$ cat src/design/mmc_pkg.sv
// Shared types and constants of the magnetometer min/max calibrator.
`timescale 1ns / 1ps
package mmc_pkg;

	// Configuration register indexes
	localparam logic [2:0] CFG_CAL_COUNT    = 3'd0;
	localparam logic [2:0] CFG_BG_FRESH     = 3'd1;
	localparam logic [2:0] CFG_BG_REFINE    = 3'd2;
	localparam logic [2:0] CFG_RNG_FRESH    = 3'd3;
	localparam logic [2:0] CFG_RNG_REFINE   = 3'd4;
	localparam logic [2:0] CFG_SCALE_FLOOR  = 3'd5;
	localparam logic [2:0] CFG_BOUND_MARGIN = 3'd6;

	localparam int CFG_IDX_W = 3;
	localparam int CFG_DATA_W = 15;
	localparam int CNT_CFG_W = 10;
	localparam int RNG_CFG_W = 15;

	// Unsigned Q8.12 scale
	localparam int SCALE_W = 20;
	localparam int SCALE_FRAC = 12;
	localparam int SCALE_ONE = 4096;
	localparam int ROUND_HALF = 2048;

	// Reset value of tracking extremes and validation bounds
	localparam int RESET_BOUND = 16000;

	// Background round result codes
	localparam logic [1:0] BG_NONE = 2'd0;
	localparam logic [1:0] BG_UPDATED = 2'd1;
	localparam logic [1:0] BG_SHORT = 2'd2;

	typedef enum logic [4:0] {
		ST_IDLE,
		ST_START,
		ST_FG_TRACK,
		ST_FG_CHK,
		ST_FG_SET,
		ST_SC_SUM,
		ST_SC_AX,
		ST_SC_WAIT,
		ST_BG_TRACK,
		ST_BG_CHK,
		ST_BG_REF,
		ST_BG_MID,
		ST_BG_END,
		ST_COR,
		ST_MUL_GO,
		ST_MUL_WAIT,
		ST_OUT
	} st_t;

endpackage

$ cat src/design/mmc_sdiv.sv
// Bit-serial restoring divider, one quotient bit per cycle.
`timescale 1ns / 1ps
module mmc_sdiv #(
	parameter int NW = 30,
	parameter int DW = 18
) (
	input  logic          clk,
	input  logic          arst_n,
	input  logic          start,
	input  logic [NW-1:0] num,
	input  logic [DW-1:0] den,
	output logic          done,
	output logic [NW-1:0] quo
);

	localparam int CNTW = $clog2(NW + 1);

	logic [NW-1:0] quo_q;
	logic [DW:0]   rem_q;
	logic [DW-1:0] den_q;
	logic [CNTW-1:0] cnt_q;
	logic busy_q;
	logic done_q;

	logic [DW:0] rem_sh;
	logic [DW:0] diff;

	// Shift in the next numerator bit and try a subtract
	always_comb begin
		rem_sh = {rem_q[DW-1:0], quo_q[NW-1]};
		diff = rem_sh - {1'b0, den_q};
	end

	always_ff @(posedge clk or negedge arst_n) begin
		if (!arst_n) begin
			busy_q <= 1'b0;
			done_q <= 1'b0;
			cnt_q <= '0;
		end else begin
			done_q <= 1'b0;
			if (start) begin
				busy_q <= 1'b1;
				cnt_q <= CNTW'(NW);
			end else if (busy_q) begin
				cnt_q <= cnt_q - 1'b1;
				if (cnt_q == CNTW'(1)) begin
					busy_q <= 1'b0;
					done_q <= 1'b1;
				end
			end
		end
	end

	// Remainder and quotient shift register
	always_ff @(posedge clk) begin
		if (start) begin
			quo_q <= num;
			den_q <= den;
			rem_q <= '0;
		end else if (busy_q) begin
			if (!diff[DW]) begin
				rem_q <= diff;
				quo_q <= {quo_q[NW-2:0], 1'b1};
			end else begin
				rem_q <= rem_sh;
				quo_q <= {quo_q[NW-2:0], 1'b0};
			end
		end
	end

	assign done = done_q;
	assign quo = quo_q;

endmodule

$ cat src/design/mmc_smul.sv
// Bit-serial shift-add multiplier, signed by unsigned, MSB of the multiplier first.
`timescale 1ns / 1ps
module mmc_smul #(
	parameter int AW = 17,
	parameter int BW = 20
) (
	input  logic                    clk,
	input  logic                    arst_n,
	input  logic                    start,
	input  logic signed [AW-1:0]    a,
	input  logic [BW-1:0]           b,
	output logic                    done,
	output logic signed [AW+BW-1:0] prod
);

	localparam int PW = AW + BW;
	localparam int CNTW = $clog2(BW + 1);

	logic signed [AW-1:0] a_q;
	logic [BW-1:0] b_q;
	logic signed [PW-1:0] acc_q;
	logic [CNTW-1:0] cnt_q;
	logic busy_q;
	logic done_q;

	logic signed [PW-1:0] acc_next;

	// Double the partial sum and add the multiplicand on a set bit
	always_comb begin
		acc_next = (acc_q <<< 1) + (b_q[BW-1] ? PW'(a_q) : PW'(0));
	end

	always_ff @(posedge clk or negedge arst_n) begin
		if (!arst_n) begin
			busy_q <= 1'b0;
			done_q <= 1'b0;
			cnt_q <= '0;
		end else begin
			done_q <= 1'b0;
			if (start) begin
				busy_q <= 1'b1;
				cnt_q <= CNTW'(BW);
			end else if (busy_q) begin
				cnt_q <= cnt_q - 1'b1;
				if (cnt_q == CNTW'(1)) begin
					busy_q <= 1'b0;
					done_q <= 1'b1;
				end
			end
		end
	end

	always_ff @(posedge clk) begin
		if (start) begin
			a_q <= a;
			b_q <= b;
			acc_q <= '0;
		end else if (busy_q) begin
			acc_q <= acc_next;
			b_q <= {b_q[BW-2:0], 1'b0};
		end
	end

	assign done = done_q;
	assign prod = acc_q;

endmodule

$ cat src/design/magnetometer_minmax_calibrator_core.sv
// Top level: min/max hard- and soft-iron calibration with serial arithmetic.
//
//  channel | signals                                         | direction
//  --------+-------------------------------------------------+----------
//  in      | in_valid in_ready func mag_x mag_y mag_z bg_due | into block
//  out     | out_valid out_ready corr_x corr_y corr_z        | out of block
//          | corrected out_of_range calibrating              |
//          | fg_finished bg_status                           |
//  cfg     | cfg_valid cfg_ready cfg_index cfg_data          | into block
//
// One word at a time. For a corrected sample the bit-serial multiplier runs
// once per axis; a sample that feeds the background round also passes
// ST_BG_CHK. A calibration end adds up to three divisions in the bit-serial
// divider. A start command passes through ST_START and then ST_OUT.
// Reset clears all calibration state at once; no clearing pass is needed.
// A result held in the output register stalls only the last step.
`timescale 1ns / 1ps
module magnetometer_minmax_calibrator_core #(
	parameter int SAMPLE_WIDTH = 16,
	parameter int COUNT_WIDTH = 10
) (
	input  logic                              clk,
	input  logic                              arst_n,
	input  logic                              in_valid,
	output logic                              in_ready,
	input  logic                              func,
	input  logic signed [SAMPLE_WIDTH-1:0]    mag_x,
	input  logic signed [SAMPLE_WIDTH-1:0]    mag_y,
	input  logic signed [SAMPLE_WIDTH-1:0]    mag_z,
	input  logic                              bg_due,
	output logic                              out_valid,
	input  logic                              out_ready,
	output logic signed [SAMPLE_WIDTH-1:0]    corr_x,
	output logic signed [SAMPLE_WIDTH-1:0]    corr_y,
	output logic signed [SAMPLE_WIDTH-1:0]    corr_z,
	output logic                              corrected,
	output logic                              out_of_range,
	output logic                              calibrating,
	output logic                              fg_finished,
	output logic [1:0]                        bg_status,
	input  logic                              cfg_valid,
	output logic                              cfg_ready,
	input  logic [mmc_pkg::CFG_IDX_W-1:0]     cfg_index,
	input  logic [mmc_pkg::CFG_DATA_W-1:0]    cfg_data
);

	localparam int W = SAMPLE_WIDTH;
	localparam int MW = (W > 15) ? W : 15;
	localparam int CW = COUNT_WIDTH;
	localparam int CMPW = (CW > mmc_pkg::CNT_CFG_W) ? CW : mmc_pkg::CNT_CFG_W;
	localparam int EW = ((MW > 16) ? MW : 16) + 2;
	localparam int RW = (((MW + 1) > 16) ? (MW + 1) : 16) + 1;
	localparam int SW = W + 2;
	localparam int NW = W + 14;
	localparam int DW = W + 2;
	localparam int AW = W + 1;
	localparam int PW = AW + mmc_pkg::SCALE_W;
	localparam int VW = PW - mmc_pkg::SCALE_FRAC;
	localparam int SCW = mmc_pkg::SCALE_W;

	localparam logic signed [MW-1:0] BOUND_HI = MW'(mmc_pkg::RESET_BOUND);
	localparam logic signed [MW-1:0] BOUND_LO = MW'(-mmc_pkg::RESET_BOUND);
	localparam longint S_HI = (64'sd1 <<< (W - 1)) - 1;
	localparam logic signed [EW-1:0] E_HI = EW'(S_HI);
	localparam logic signed [EW-1:0] E_LO = EW'(-S_HI - 1);
	localparam logic signed [VW-1:0] V_HI = VW'(S_HI);
	localparam logic signed [VW-1:0] V_LO = VW'(-S_HI - 1);

	mmc_pkg::st_t state_q, state_d;

	// Configuration registers
	logic [mmc_pkg::CNT_CFG_W-1:0] cal_cnt_q, bg_fresh_q, bg_refine_q;
	logic [mmc_pkg::RNG_CFG_W-1:0] rng_fresh_q, rng_refine_q, sc_floor_q, margin_q;

	// Calibration state
	logic signed [W-1:0]  off_q [3];
	logic [SCW-1:0]       scale_q [3];
	logic signed [MW-1:0] vlo_q [3];
	logic signed [MW-1:0] vhi_q [3];
	logic signed [MW-1:0] fmin_q [3];
	logic signed [MW-1:0] fmax_q [3];
	logic signed [MW-1:0] bmin_q [3];
	logic signed [MW-1:0] bmax_q [3];
	logic fg_active_q, bg_started_q, has_stored_q;
	logic [CW-1:0] fg_cnt_q, bg_cnt_q;

	// Word in flight
	logic func_q, bg_due_q;
	logic signed [W-1:0] s_q [3];
	logic [1:0] ax_q;
	logic src_bg_q;
	logic [SW-1:0] sum_q;
	logic signed [W-1:0] corr_q [3];
	logic oor_q, fin_q, applied_q;
	logic [1:0] status_q;

	// Output register
	logic out_valid_q;
	logic signed [W-1:0] ox_q, oy_q, oz_q;
	logic ocorr_q, ooor_q, ocal_q, ofin_q;
	logic [1:0] ostat_q;

	// Arithmetic units
	logic div_start, div_done;
	logic [NW-1:0] div_num, div_quo;
	logic [DW-1:0] div_den;
	logic mul_start, mul_done;
	logic signed [AW-1:0] mul_a;
	logic signed [PW-1:0] mul_prod;

	logic in_take;
	logic fg_ge, bg_ge, rng_ok, applied, last_ax, d_gt;
	logic signed [MW-1:0] cur_min, cur_max;
	logic signed [MW:0] d, d0, d1, d2;
	logic [W-1:0] r_cur;
	logic [CW-1:0] fg_cnt_inc, bg_cnt_inc;
	logic [mmc_pkg::CNT_CFG_W-1:0] need;
	logic [mmc_pkg::RNG_CFG_W-1:0] floor_r;
	logic signed [RW-1:0] rx, ry, floor_ext, d_ext, sc_floor_ext;
	logic [SCW-1:0] q_sat;
	logic signed [PW-1:0] pr;
	logic signed [VW-1:0] v, vlo_ext, vhi_ext;

	assign cfg_ready = 1'b1;
	assign in_take = in_valid && in_ready;

	// Counter steps and compares
	always_comb begin
		fg_cnt_inc = (fg_cnt_q == '1) ? fg_cnt_q : fg_cnt_q + 1'b1;
		bg_cnt_inc = (bg_cnt_q == '1) ? bg_cnt_q : bg_cnt_q + 1'b1;
		fg_ge = CMPW'(fg_cnt_q) >= CMPW'(cal_cnt_q);
		need = has_stored_q ? bg_refine_q : bg_fresh_q;
		bg_ge = CMPW'(bg_cnt_q) >= CMPW'(need);
		floor_r = has_stored_q ? rng_refine_q : rng_fresh_q;
		rx = RW'(bmax_q[0]) - RW'(bmin_q[0]);
		ry = RW'(bmax_q[1]) - RW'(bmin_q[1]);
		floor_ext = RW'($signed({1'b0, floor_r}));
		rng_ok = (rx > floor_ext) && (ry > floor_ext);
		applied = (!fg_active_q && fg_ge) || (off_q[0] != '0);
		last_ax = (ax_q == 2'd2);
	end

	// Scale path: range of the current axis and divider operands
	always_comb begin
		cur_min = src_bg_q ? bmin_q[ax_q] : fmin_q[ax_q];
		cur_max = src_bg_q ? bmax_q[ax_q] : fmax_q[ax_q];
		d = (MW+1)'(cur_max) - (MW+1)'(cur_min);
		d0 = src_bg_q ? (MW+1)'(bmax_q[0]) - (MW+1)'(bmin_q[0])
			: (MW+1)'(fmax_q[0]) - (MW+1)'(fmin_q[0]);
		d1 = src_bg_q ? (MW+1)'(bmax_q[1]) - (MW+1)'(bmin_q[1])
			: (MW+1)'(fmax_q[1]) - (MW+1)'(fmin_q[1]);
		d2 = src_bg_q ? (MW+1)'(bmax_q[2]) - (MW+1)'(bmin_q[2])
			: (MW+1)'(fmax_q[2]) - (MW+1)'(fmin_q[2]);
		d_ext = RW'(d);
		sc_floor_ext = RW'($signed({1'b0, sc_floor_q}));
		d_gt = d_ext > sc_floor_ext;
		r_cur = d[W-1:0];
		div_den = DW'(r_cur) + (DW'(r_cur) << 1);
		div_num = (NW'(sum_q) << mmc_pkg::SCALE_FRAC) + NW'(div_den >> 1);
		q_sat = (|div_quo[NW-1:SCW]) ? '1 : div_quo[SCW-1:0];
	end

	// Correction path: round, bound check and saturation
	always_comb begin
		mul_a = AW'(s_q[ax_q]) - AW'(off_q[ax_q]);
		pr = mul_prod + PW'(mmc_pkg::ROUND_HALF);
		v = pr[PW-1:mmc_pkg::SCALE_FRAC];
		vlo_ext = VW'(vlo_q[ax_q]);
		vhi_ext = VW'(vhi_q[ax_q]);
	end

	mmc_sdiv #(.NW(NW), .DW(DW)) u_div (
		.clk(clk),
		.arst_n(arst_n),
		.start(div_start),
		.num(div_num),
		.den(div_den),
		.done(div_done),
		.quo(div_quo)
	);

	mmc_smul #(.AW(AW), .BW(SCW)) u_mul (
		.clk(clk),
		.arst_n(arst_n),
		.start(mul_start),
		.a(mul_a),
		.b(scale_q[ax_q]),
		.done(mul_done),
		.prod(mul_prod)
	);

	// Sequencer state
	always_ff @(posedge clk or negedge arst_n) begin
		if (!arst_n) begin
			state_q <= mmc_pkg::ST_IDLE;
		end else begin
			state_q <= state_d;
		end
	end

	// Next state and unit strobes
	always_comb begin
		state_d = state_q;
		in_ready = 1'b0;
		div_start = 1'b0;
		mul_start = 1'b0;
		case (state_q)
			mmc_pkg::ST_IDLE: begin
				in_ready = 1'b1;
				if (in_valid) begin
					if (func) state_d = mmc_pkg::ST_START;
					else if (fg_active_q) state_d = mmc_pkg::ST_FG_TRACK;
					else state_d = mmc_pkg::ST_BG_TRACK;
				end
			end
			mmc_pkg::ST_START: state_d = mmc_pkg::ST_OUT;
			mmc_pkg::ST_FG_TRACK: state_d = mmc_pkg::ST_FG_CHK;
			mmc_pkg::ST_FG_CHK: begin
				state_d = fg_ge ? mmc_pkg::ST_FG_SET : mmc_pkg::ST_BG_TRACK;
			end
			mmc_pkg::ST_FG_SET: state_d = mmc_pkg::ST_SC_SUM;
			mmc_pkg::ST_SC_SUM: state_d = mmc_pkg::ST_SC_AX;
			mmc_pkg::ST_SC_AX: begin
				if (d_gt) begin
					div_start = 1'b1;
					state_d = mmc_pkg::ST_SC_WAIT;
				end else if (last_ax) begin
					state_d = src_bg_q ? mmc_pkg::ST_BG_END : mmc_pkg::ST_BG_TRACK;
				end
			end
			mmc_pkg::ST_SC_WAIT: begin
				if (div_done) begin
					if (last_ax)
						state_d = src_bg_q ? mmc_pkg::ST_BG_END : mmc_pkg::ST_BG_TRACK;
					else
						state_d = mmc_pkg::ST_SC_AX;
				end
			end
			mmc_pkg::ST_BG_TRACK: begin
				state_d = bg_due_q ? mmc_pkg::ST_BG_CHK : mmc_pkg::ST_COR;
			end
			mmc_pkg::ST_BG_CHK: begin
				if (!bg_ge) state_d = mmc_pkg::ST_COR;
				else if (!rng_ok) state_d = mmc_pkg::ST_BG_END;
				else if (has_stored_q) state_d = mmc_pkg::ST_BG_REF;
				else state_d = mmc_pkg::ST_BG_MID;
			end
			mmc_pkg::ST_BG_REF: state_d = mmc_pkg::ST_BG_END;
			mmc_pkg::ST_BG_MID: state_d = mmc_pkg::ST_SC_SUM;
			mmc_pkg::ST_BG_END: state_d = mmc_pkg::ST_COR;
			mmc_pkg::ST_COR: begin
				state_d = applied ? mmc_pkg::ST_MUL_GO : mmc_pkg::ST_OUT;
			end
			mmc_pkg::ST_MUL_GO: begin
				mul_start = 1'b1;
				state_d = mmc_pkg::ST_MUL_WAIT;
			end
			mmc_pkg::ST_MUL_WAIT: begin
				if (mul_done) state_d = last_ax ? mmc_pkg::ST_OUT : mmc_pkg::ST_MUL_GO;
			end
			mmc_pkg::ST_OUT: begin
				if (!out_valid_q || out_ready) state_d = mmc_pkg::ST_IDLE;
			end
			default: state_d = mmc_pkg::ST_IDLE;
		endcase
	end

	// Configuration writes
	always_ff @(posedge clk or negedge arst_n) begin
		if (!arst_n) begin
			cal_cnt_q <= 10'd100;
			bg_fresh_q <= 10'd200;
			bg_refine_q <= 10'd500;
			rng_fresh_q <= 15'd320;
			rng_refine_q <= 15'd480;
			sc_floor_q <= 15'd160;
			margin_q <= 15'd800;
		end else if (cfg_valid) begin
			case (cfg_index)
				mmc_pkg::CFG_CAL_COUNT: cal_cnt_q <= cfg_data[mmc_pkg::CNT_CFG_W-1:0];
				mmc_pkg::CFG_BG_FRESH: bg_fresh_q <= cfg_data[mmc_pkg::CNT_CFG_W-1:0];
				mmc_pkg::CFG_BG_REFINE: bg_refine_q <= cfg_data[mmc_pkg::CNT_CFG_W-1:0];
				mmc_pkg::CFG_RNG_FRESH: rng_fresh_q <= cfg_data;
				mmc_pkg::CFG_RNG_REFINE: rng_refine_q <= cfg_data;
				mmc_pkg::CFG_SCALE_FLOOR: sc_floor_q <= cfg_data;
				mmc_pkg::CFG_BOUND_MARGIN: margin_q <= cfg_data;
				default: ;
			endcase
		end
	end

	// Calibration state and per-word work
	always_ff @(posedge clk or negedge arst_n) begin
		if (!arst_n) begin
			for (int i = 0; i < 3; i++) begin
				off_q[i] <= '0;
				scale_q[i] <= SCW'(mmc_pkg::SCALE_ONE);
				vlo_q[i] <= BOUND_LO;
				vhi_q[i] <= BOUND_HI;
				fmin_q[i] <= BOUND_HI;
				fmax_q[i] <= BOUND_LO;
				bmin_q[i] <= BOUND_HI;
				bmax_q[i] <= BOUND_LO;
			end
			fg_active_q <= 1'b0;
			bg_started_q <= 1'b0;
			has_stored_q <= 1'b0;
			fg_cnt_q <= '0;
			bg_cnt_q <= '0;
			ax_q <= '0;
			src_bg_q <= 1'b0;
			sum_q <= '0;
		end else begin
			case (state_q)
				mmc_pkg::ST_START: begin
					fg_active_q <= 1'b1;
					fg_cnt_q <= '0;
					for (int i = 0; i < 3; i++) begin
						fmin_q[i] <= BOUND_HI;
						fmax_q[i] <= BOUND_LO;
					end
				end
				mmc_pkg::ST_FG_TRACK: begin
					for (int i = 0; i < 3; i++) begin
						if (MW'(s_q[i]) < fmin_q[i]) fmin_q[i] <= MW'(s_q[i]);
						if (MW'(s_q[i]) > fmax_q[i]) fmax_q[i] <= MW'(s_q[i]);
					end
					fg_cnt_q <= fg_cnt_inc;
				end
				mmc_pkg::ST_FG_SET: begin
					// Midpoints and widened bounds from the explicit extremes
					for (int i = 0; i < 3; i++) begin
						off_q[i] <= W'(((MW+1)'(fmax_q[i]) + (MW+1)'(fmin_q[i])) >>> 1);
						if (EW'(fmin_q[i]) - EW'($signed({1'b0, margin_q})) < E_LO)
							vlo_q[i] <= MW'(E_LO);
						else vlo_q[i] <= fmin_q[i] - MW'(margin_q);
						if (EW'(fmax_q[i]) + EW'($signed({1'b0, margin_q})) > E_HI)
							vhi_q[i] <= MW'(E_HI);
						else vhi_q[i] <= fmax_q[i] + MW'(margin_q);
					end
					fg_active_q <= 1'b0;
					src_bg_q <= 1'b0;
				end
				mmc_pkg::ST_SC_SUM: begin
					sum_q <= SW'(d0 > 0 ? d0[W-1:0] : '0) + SW'(d1 > 0 ? d1[W-1:0] : '0)
						+ SW'(d2 > 0 ? d2[W-1:0] : '0);
					ax_q <= '0;
				end
				mmc_pkg::ST_SC_AX: begin
					if (!d_gt && !last_ax) ax_q <= ax_q + 1'b1;
				end
				mmc_pkg::ST_SC_WAIT: begin
					if (div_done) begin
						scale_q[ax_q] <= q_sat;
						if (!last_ax) ax_q <= ax_q + 1'b1;
					end
				end
				mmc_pkg::ST_BG_TRACK: begin
					if (bg_due_q) begin
						if (!bg_started_q) begin
							has_stored_q <= (off_q[0] != '0) || (off_q[1] != '0);
							bg_started_q <= 1'b1;
						end
						for (int i = 0; i < 3; i++) begin
							if (MW'(s_q[i]) < bmin_q[i]) bmin_q[i] <= MW'(s_q[i]);
							if (MW'(s_q[i]) > bmax_q[i]) bmax_q[i] <= MW'(s_q[i]);
						end
						bg_cnt_q <= bg_cnt_inc;
					end
				end
				mmc_pkg::ST_BG_REF: begin
					// Average the new midpoint into the stored offset
					for (int i = 0; i < 3; i++) begin
						off_q[i] <= W'((((MW+3)'(off_q[i]) <<< 1) + (MW+3)'(bmax_q[i])
							+ (MW+3)'(bmin_q[i])) >>> 2);
					end
				end
				mmc_pkg::ST_BG_MID: begin
					for (int i = 0; i < 3; i++) begin
						off_q[i] <= W'(((MW+1)'(bmax_q[i]) + (MW+1)'(bmin_q[i])) >>> 1);
					end
					has_stored_q <= 1'b1;
					src_bg_q <= 1'b1;
				end
				mmc_pkg::ST_BG_END: begin
					bg_cnt_q <= '0;
					for (int i = 0; i < 3; i++) begin
						bmin_q[i] <= MW'(s_q[i]);
						bmax_q[i] <= MW'(s_q[i]);
					end
				end
				mmc_pkg::ST_COR: ax_q <= '0;
				mmc_pkg::ST_MUL_WAIT: begin
					if (mul_done && !last_ax) ax_q <= ax_q + 1'b1;
				end
				default: ;
			endcase
		end
	end

	// Word capture and result build
	always_ff @(posedge clk) begin
		if (in_take) begin
			func_q <= func;
			bg_due_q <= bg_due;
			s_q[0] <= mag_x;
			s_q[1] <= mag_y;
			s_q[2] <= mag_z;
			oor_q <= 1'b0;
			fin_q <= 1'b0;
			status_q <= mmc_pkg::BG_NONE;
		end
		case (state_q)
			mmc_pkg::ST_START: begin
				for (int i = 0; i < 3; i++) corr_q[i] <= '0;
				applied_q <= 1'b0;
			end
			mmc_pkg::ST_FG_SET: fin_q <= 1'b1;
			mmc_pkg::ST_BG_CHK: begin
				if (bg_ge) status_q <= rng_ok ? mmc_pkg::BG_UPDATED : mmc_pkg::BG_SHORT;
			end
			mmc_pkg::ST_COR: begin
				applied_q <= applied;
				for (int i = 0; i < 3; i++) corr_q[i] <= s_q[i];
			end
			mmc_pkg::ST_MUL_WAIT: begin
				if (mul_done) begin
					if (v < vlo_ext || v > vhi_ext) oor_q <= 1'b1;
					if (v > V_HI) corr_q[ax_q] <= W'(V_HI);
					else if (v < V_LO) corr_q[ax_q] <= W'(V_LO);
					else corr_q[ax_q] <= W'(v);
				end
			end
			default: ;
		endcase
	end

	// Output register: hold until taken
	always_ff @(posedge clk or negedge arst_n) begin
		if (!arst_n) begin
			out_valid_q <= 1'b0;
		end else begin
			if (state_q == mmc_pkg::ST_OUT && (!out_valid_q || out_ready))
				out_valid_q <= 1'b1;
			else if (out_ready)
				out_valid_q <= 1'b0;
		end
	end

	always_ff @(posedge clk) begin
		if (state_q == mmc_pkg::ST_OUT && (!out_valid_q || out_ready)) begin
			ox_q <= corr_q[0];
			oy_q <= corr_q[1];
			oz_q <= corr_q[2];
			ocorr_q <= applied_q;
			ooor_q <= oor_q && !func_q;
			ocal_q <= fg_active_q;
			ofin_q <= fin_q && !func_q;
			ostat_q <= func_q ? mmc_pkg::BG_NONE : status_q;
		end
	end

	assign out_valid = out_valid_q;
	assign corr_x = ox_q;
	assign corr_y = oy_q;
	assign corr_z = oz_q;
	assign corrected = ocorr_q;
	assign out_of_range = ooor_q;
	assign calibrating = ocal_q;
	assign fg_finished = ofin_q;
	assign bg_status = ostat_q;

endmodule

$ cat config.mk
export PLATFORM = sky130hd
export DESIGN_NAME = magnetometer_minmax_calibrator_core
export DESIGN_NICKNAME = d
export VERILOG_FILES = /design/src/design/mmc_pkg.sv /design/src/design/mmc_sdiv.sv /design/src/design/mmc_smul.sv /design/src/design/magnetometer_minmax_calibrator_core.sv
export SDC_FILE = /design/constraint.sdc
export NUM_CORES = 2
export LEC_CHECK = 0
export ABC_CLOCK_PERIOD_IN_PS = 10000
export BUFFER_PORTS_ARGS = -buffer_cell sky130_fd_sc_hd__buf_4
export CAP_MARGIN = 10
export CORE_ASPECT_RATIO = 0.5
export CORE_MARGIN = 2
export CORE_UTILIZATION = 45
export DETAILED_ROUTE_END_ITERATION = 8
export GPL_TIMING_DRIVEN = 0
export PLACE_DENSITY = 0.59
export SYNTH_ARGS = -nofsm -noshare
export SYNTH_HDL_FRONTEND = slang
export SYNTH_HIERARCHICAL = 1
export SYNTH_SLANG_ARGS = --single-unit
$ cat constraint.sdc
create_clock -name clk -period 10 [get_ports clk]
set_input_delay 1 -clock clk [delete_from_list [all_inputs] [get_ports clk]]
set_output_delay 1 -clock clk [all_outputs]
set_load 0.01 [all_outputs]
==> metrics.md <==
| Metric | Value |
|---|---|
| Run status | finished, violations left |
| Failing checks | max-capacitance violations, max-slew violations |
| Reg-to-Reg End | u_div/quo[29] |
| Share of the yosys chip area belonging to registers | 33.2% |
| Required @ worst endpoint | 10460 ps |
| Final ANT Viol Nets | 0 |
| First-iteration detailed-routing DRC count | 8003 |
| Worst setup path class | flop to flop |
| Clock transition at the registers of the reported paths | 70 ps |
| Critical path startpoint | ax_q[1] |
| Vias per cell | 6.36 |
| Synth warn | 6 |
| Arrival time worst endpoint | 10150 ps |
| TritonCTS clock tree | yes |
| Filler cell count | 14093 |
| Seq cells post-synth | 847 |
| Setup crit start kind | flop |
| Slew at the pin closest to its max-slew limit | 1550 ps |
| Avg Cell Area, Syn | 9.44 um^2 |
| Critical path fanouts, max | 10 |
| Area of the multi-input gates | 41700 um^2 |
| Number of distinct library cells after synthesis | 133 |
| Share of the clock period used by the worst path after layout | 97.0% |
| Family with the most delay on the worst path | compound AO/OA/AOI/OAI gates |
| Library cell occupying the most area in the post-synthesis netlist | dfrtp_1 |
| RSZ-0062 raised after global routing | false |
| Critical path's slowest cell | clkbuf_1 |
| Clock period minus final worst setup slack | 9700 ps |
| CTS H-tree depth | 3 |
| Global Route Usage Sum | 36.5% |
| Post-layout nets | 8222 |
| Insertion delay to the later sink of the worst-skew pair | 740 ps |
| Area taken by flip-flops and latches | 22200 um^2 |
| Initial antenna violation count | 48 |
| Final number of setup-violating endpoints | 0 |
| Number of slew-limit violations in the final report | 12 |
| Fraction of synthesized cell area taken by the top area cell type | 16.2% |
| Synthesized netlist net count | 7991 |
| CP Capture Point | u_div/quo[29] |
| Clock tree root driver cell | clkbuf_16 |
| Slew margin rel. | -3.22% |
| Fraction of the core area covered by cells at the end of the flow | 50.2% |
| Vias | 59672 |
| Die X | 549 um |
| R2R cell count | 30 |
| GPL Wtd Cong | 1.12 |
| Leading post-synthesis cells by cell area | dfrtp_1 16%, ha_1 14%, edfxtp_1 11% |
| Hold/Removal Path Class | primary input to async pin |
| Dpl hpwl | 228 mm |
| Endpoint class of the critical path | flop |
| Syn-to-layout area delta | 10.1% |
| Largest net degree at the start of global routing | 110 |
| Clock tree buffer depth | 3 |
| Number of buffers inserted during clock tree synthesis | 85 |
| Prevailing post-synth register cell | dfrtp_1 |
| Post-synthesis instance area | 66900 um^2 |
| Crit path buf inv count | 4 |
| Total number of placement rows | 99 |
| Hold violation total from the final report | 0 |
| Total Die Area | 152000 um^2 |
| Remaining global-route overflow | 0 |
| CTS Hold Bufs | 0 |
| Number of enable flip-flop cells after synthesis | 238 |
| Effective utilization at floorplan | 45.6% |
| First-pass detailed-route iteration total | 8 |
| Share of synthesized flip-flops with an asynchronous set or reset | 64.9% |
| Number of top-level design ports | 130 |
| Number of buffers inserted to repair setup after CTS | 0 |
| F_max | 103 MHz |
| Wire length of the first global-routing pass | 397 mm |
| Layout cell share with drive strength beyond 1 | 10.1% |
| Delay of the slowest cell on the worst path | 770 ps |
| Sinks on the clock net | 847 |
| Max-cap violations | 1 |
| Number of global-route vias before repair | 54346 |
| Post-DR wirelength/cell | 30.4 um |
| Total Routed Length | 285 mm |
| Register-to-Register Setup Slack | 300 ps |
| Levels on crit path | 30 |
| Worst clock skew | 43.3 ps |
| Synthesized instance count | 7088 |
| FF-to-FF Start | ax_q[1] |
| Y dimension of the die | 277 um |
| Port-buffer cells | 126 |
| Placeable core region | 147000 um^2 |
| Remaining routing DRC violations | 0 |
==> cell type report <==
type	count	share of cell area [%]
multi-input combinational	5463	56.6
sequential	847	30.2
tap	1969	3.34
clock buffer	118	3.29
inverter	481	2.45
timing repair buffer	144	1.77
buffer	297	1.68
clock inverter	42	0.615
antenna	22	0.0747
==> flip-flops by register name (all words and copies together) (netlist names), 17 cells and up <==
name / count
u_mul/b_q: 20
s_q: 48
u_div/den_q: 18
vlo_q: 48
bmax_q: 48
scale_q: 60
u_div/quo: 30
u_div/rem_q: 18
corr_q: 48
off_q: 48
u_mul/a_q: 17
u_mul/prod: 37
vhi_q: 48
bmin_q: 48
fmin_q: 48
sum_q: 18
fmax_q: 48
==> worst min path at each step <==
stage / endpoint / slack, ps / depth (start not counted) / from
global placement: corr_z[11] / 400 / 0 / corr_q[2][11]
CTS: fmax_q[9] / 300 / 1 / arst_n
finish: fmax_q[9] / 270 / 1 / arst_n
detailed placement: corr_z[6] / 400 / 0 / corr_q[2][6]
global route: fmax_q[9] / 310 / 1 / arst_n
floorplan: corr_x[0] / 400 / 0 / corr_q[0][0]
==> what timing repair did <==
| action | CTS | global route |
|---|---|---|
| setup endpoints to repair | 1 | 43 |
| endpoints found under the hold margin | 0 | 0 |
| gates cloned | 0 | 0 |
| resized for setup | 1 | 10 |
==> cells in the final DEF (no fill, tap or decap), types with 159 or more instances in the layout <==
| cell type | n |
|---|---|
| ha_1 | 738 |
| nor2_1 | 576 |
| nand2_1 | 508 |
| inv_1 | 475 |
| a21oi_1 | 442 |
| dfrtp_1 | 434 |
| o21ai_0 | 388 |
| mux2i_1 | 323 |
| xnor2_1 | 278 |
| edfxtp_1 | 238 |
| clkbuf_1 | 235 |
| nand3_1 | 165 |
| mux2_2 | 159 |
==> synthesized netlist by cell type, drive strengths merged (21+ instances only) <==
| cell type | n |
|---|---|
| nand3 | 166 |
| nand4 | 78 |
| a21oi | 452 |
| dfstp | 116 |
| nor2 | 581 |
| a22o | 47 |
| nand2b | 88 |
| a211oi | 43 |
| mux2i | 323 |
| nand2 | 509 |
| dfxtp | 59 |
| edfxtp | 238 |
| dfrtp | 434 |
| nor4 | 44 |
| nor2b | 95 |
| o211ai | 48 |
| inv | 479 |
| o21a | 96 |
| o31ai | 40 |
| mux2 | 162 |
| ha | 738 |
| clkbuf | 219 |
| xor2 | 105 |
| o21ai | 404 |
| a31oi | 66 |
| o21bai | 50 |
| fa | 92 |
| o22a | 70 |
| and3 | 49 |
| or3 | 44 |
| or2 | 22 |
| nor3 | 125 |
| a21o | 145 |
| o22ai | 55 |
| and2 | 50 |
| a221o | 48 |
| xnor2 | 281 |
| a221oi | 21 |
| mux4 | 32 |
| buf | 78 |
==> per-stage QoR <==
step / setup WS [ps] / hold WS (ps) / setup TNS [ps] / instances / cell area [um^2]
final: 304 / 267 / 0 / 9383 / 73700
after floorplan: 2830 / 400 / 0 / 7088 / 66900
after global placement: -216 / 401 / -5040 / 9183 / 70300
after global routing: 156 / 313 / 0 / 9361 / 73600
after detailed placement: 39.4 / 405 / 0 / 9199 / 70700
after CTS: 58.7 / 302 / 0 / 9359 / 73600
==> metal layers <==
layer  GRT usage, %  up-vias  wire length (um)
li1               -    26281                 -
met1           52.1    29377            124000
met2           47.9     3319            108000
met3           15.0      671             39300
met4           14.3       24             12700
met5          0.219        -               173
==> cells by family (layout without fill, tap and decap cells) <==
group / Yosys count / count (layout) / share of synthesized area [%]
other cells: 1 / 23 / 0.00561
simple gates: 1924 / 1924 / 13.9
buf+inv: 778 / 1082 / 4.53
xor+xnor: 386 / 386 / 5.11
fa+ha+maj: 830 / 830 / 16.6
compound gates: 1805 / 1805 / 18.0
mux: 517 / 517 / 8.64
flops: 847 / 847 / 33.2
==> worst reg2reg max path: cells and delay by family, from the launching register on <==
family,cells,cell delay [ps]
AOI/OAI and AO/OA,11,2640
and+or+nand+nor,8,1930
buffers and inverters,4,2250
DFF,1,340
adders and majority gates,3,960
muxes,2,800
xor gates and xnor gates,2,530
Power is not shown: default switching activity piles up to over one toggle a cycle in this logic, so the estimate is an artifact.
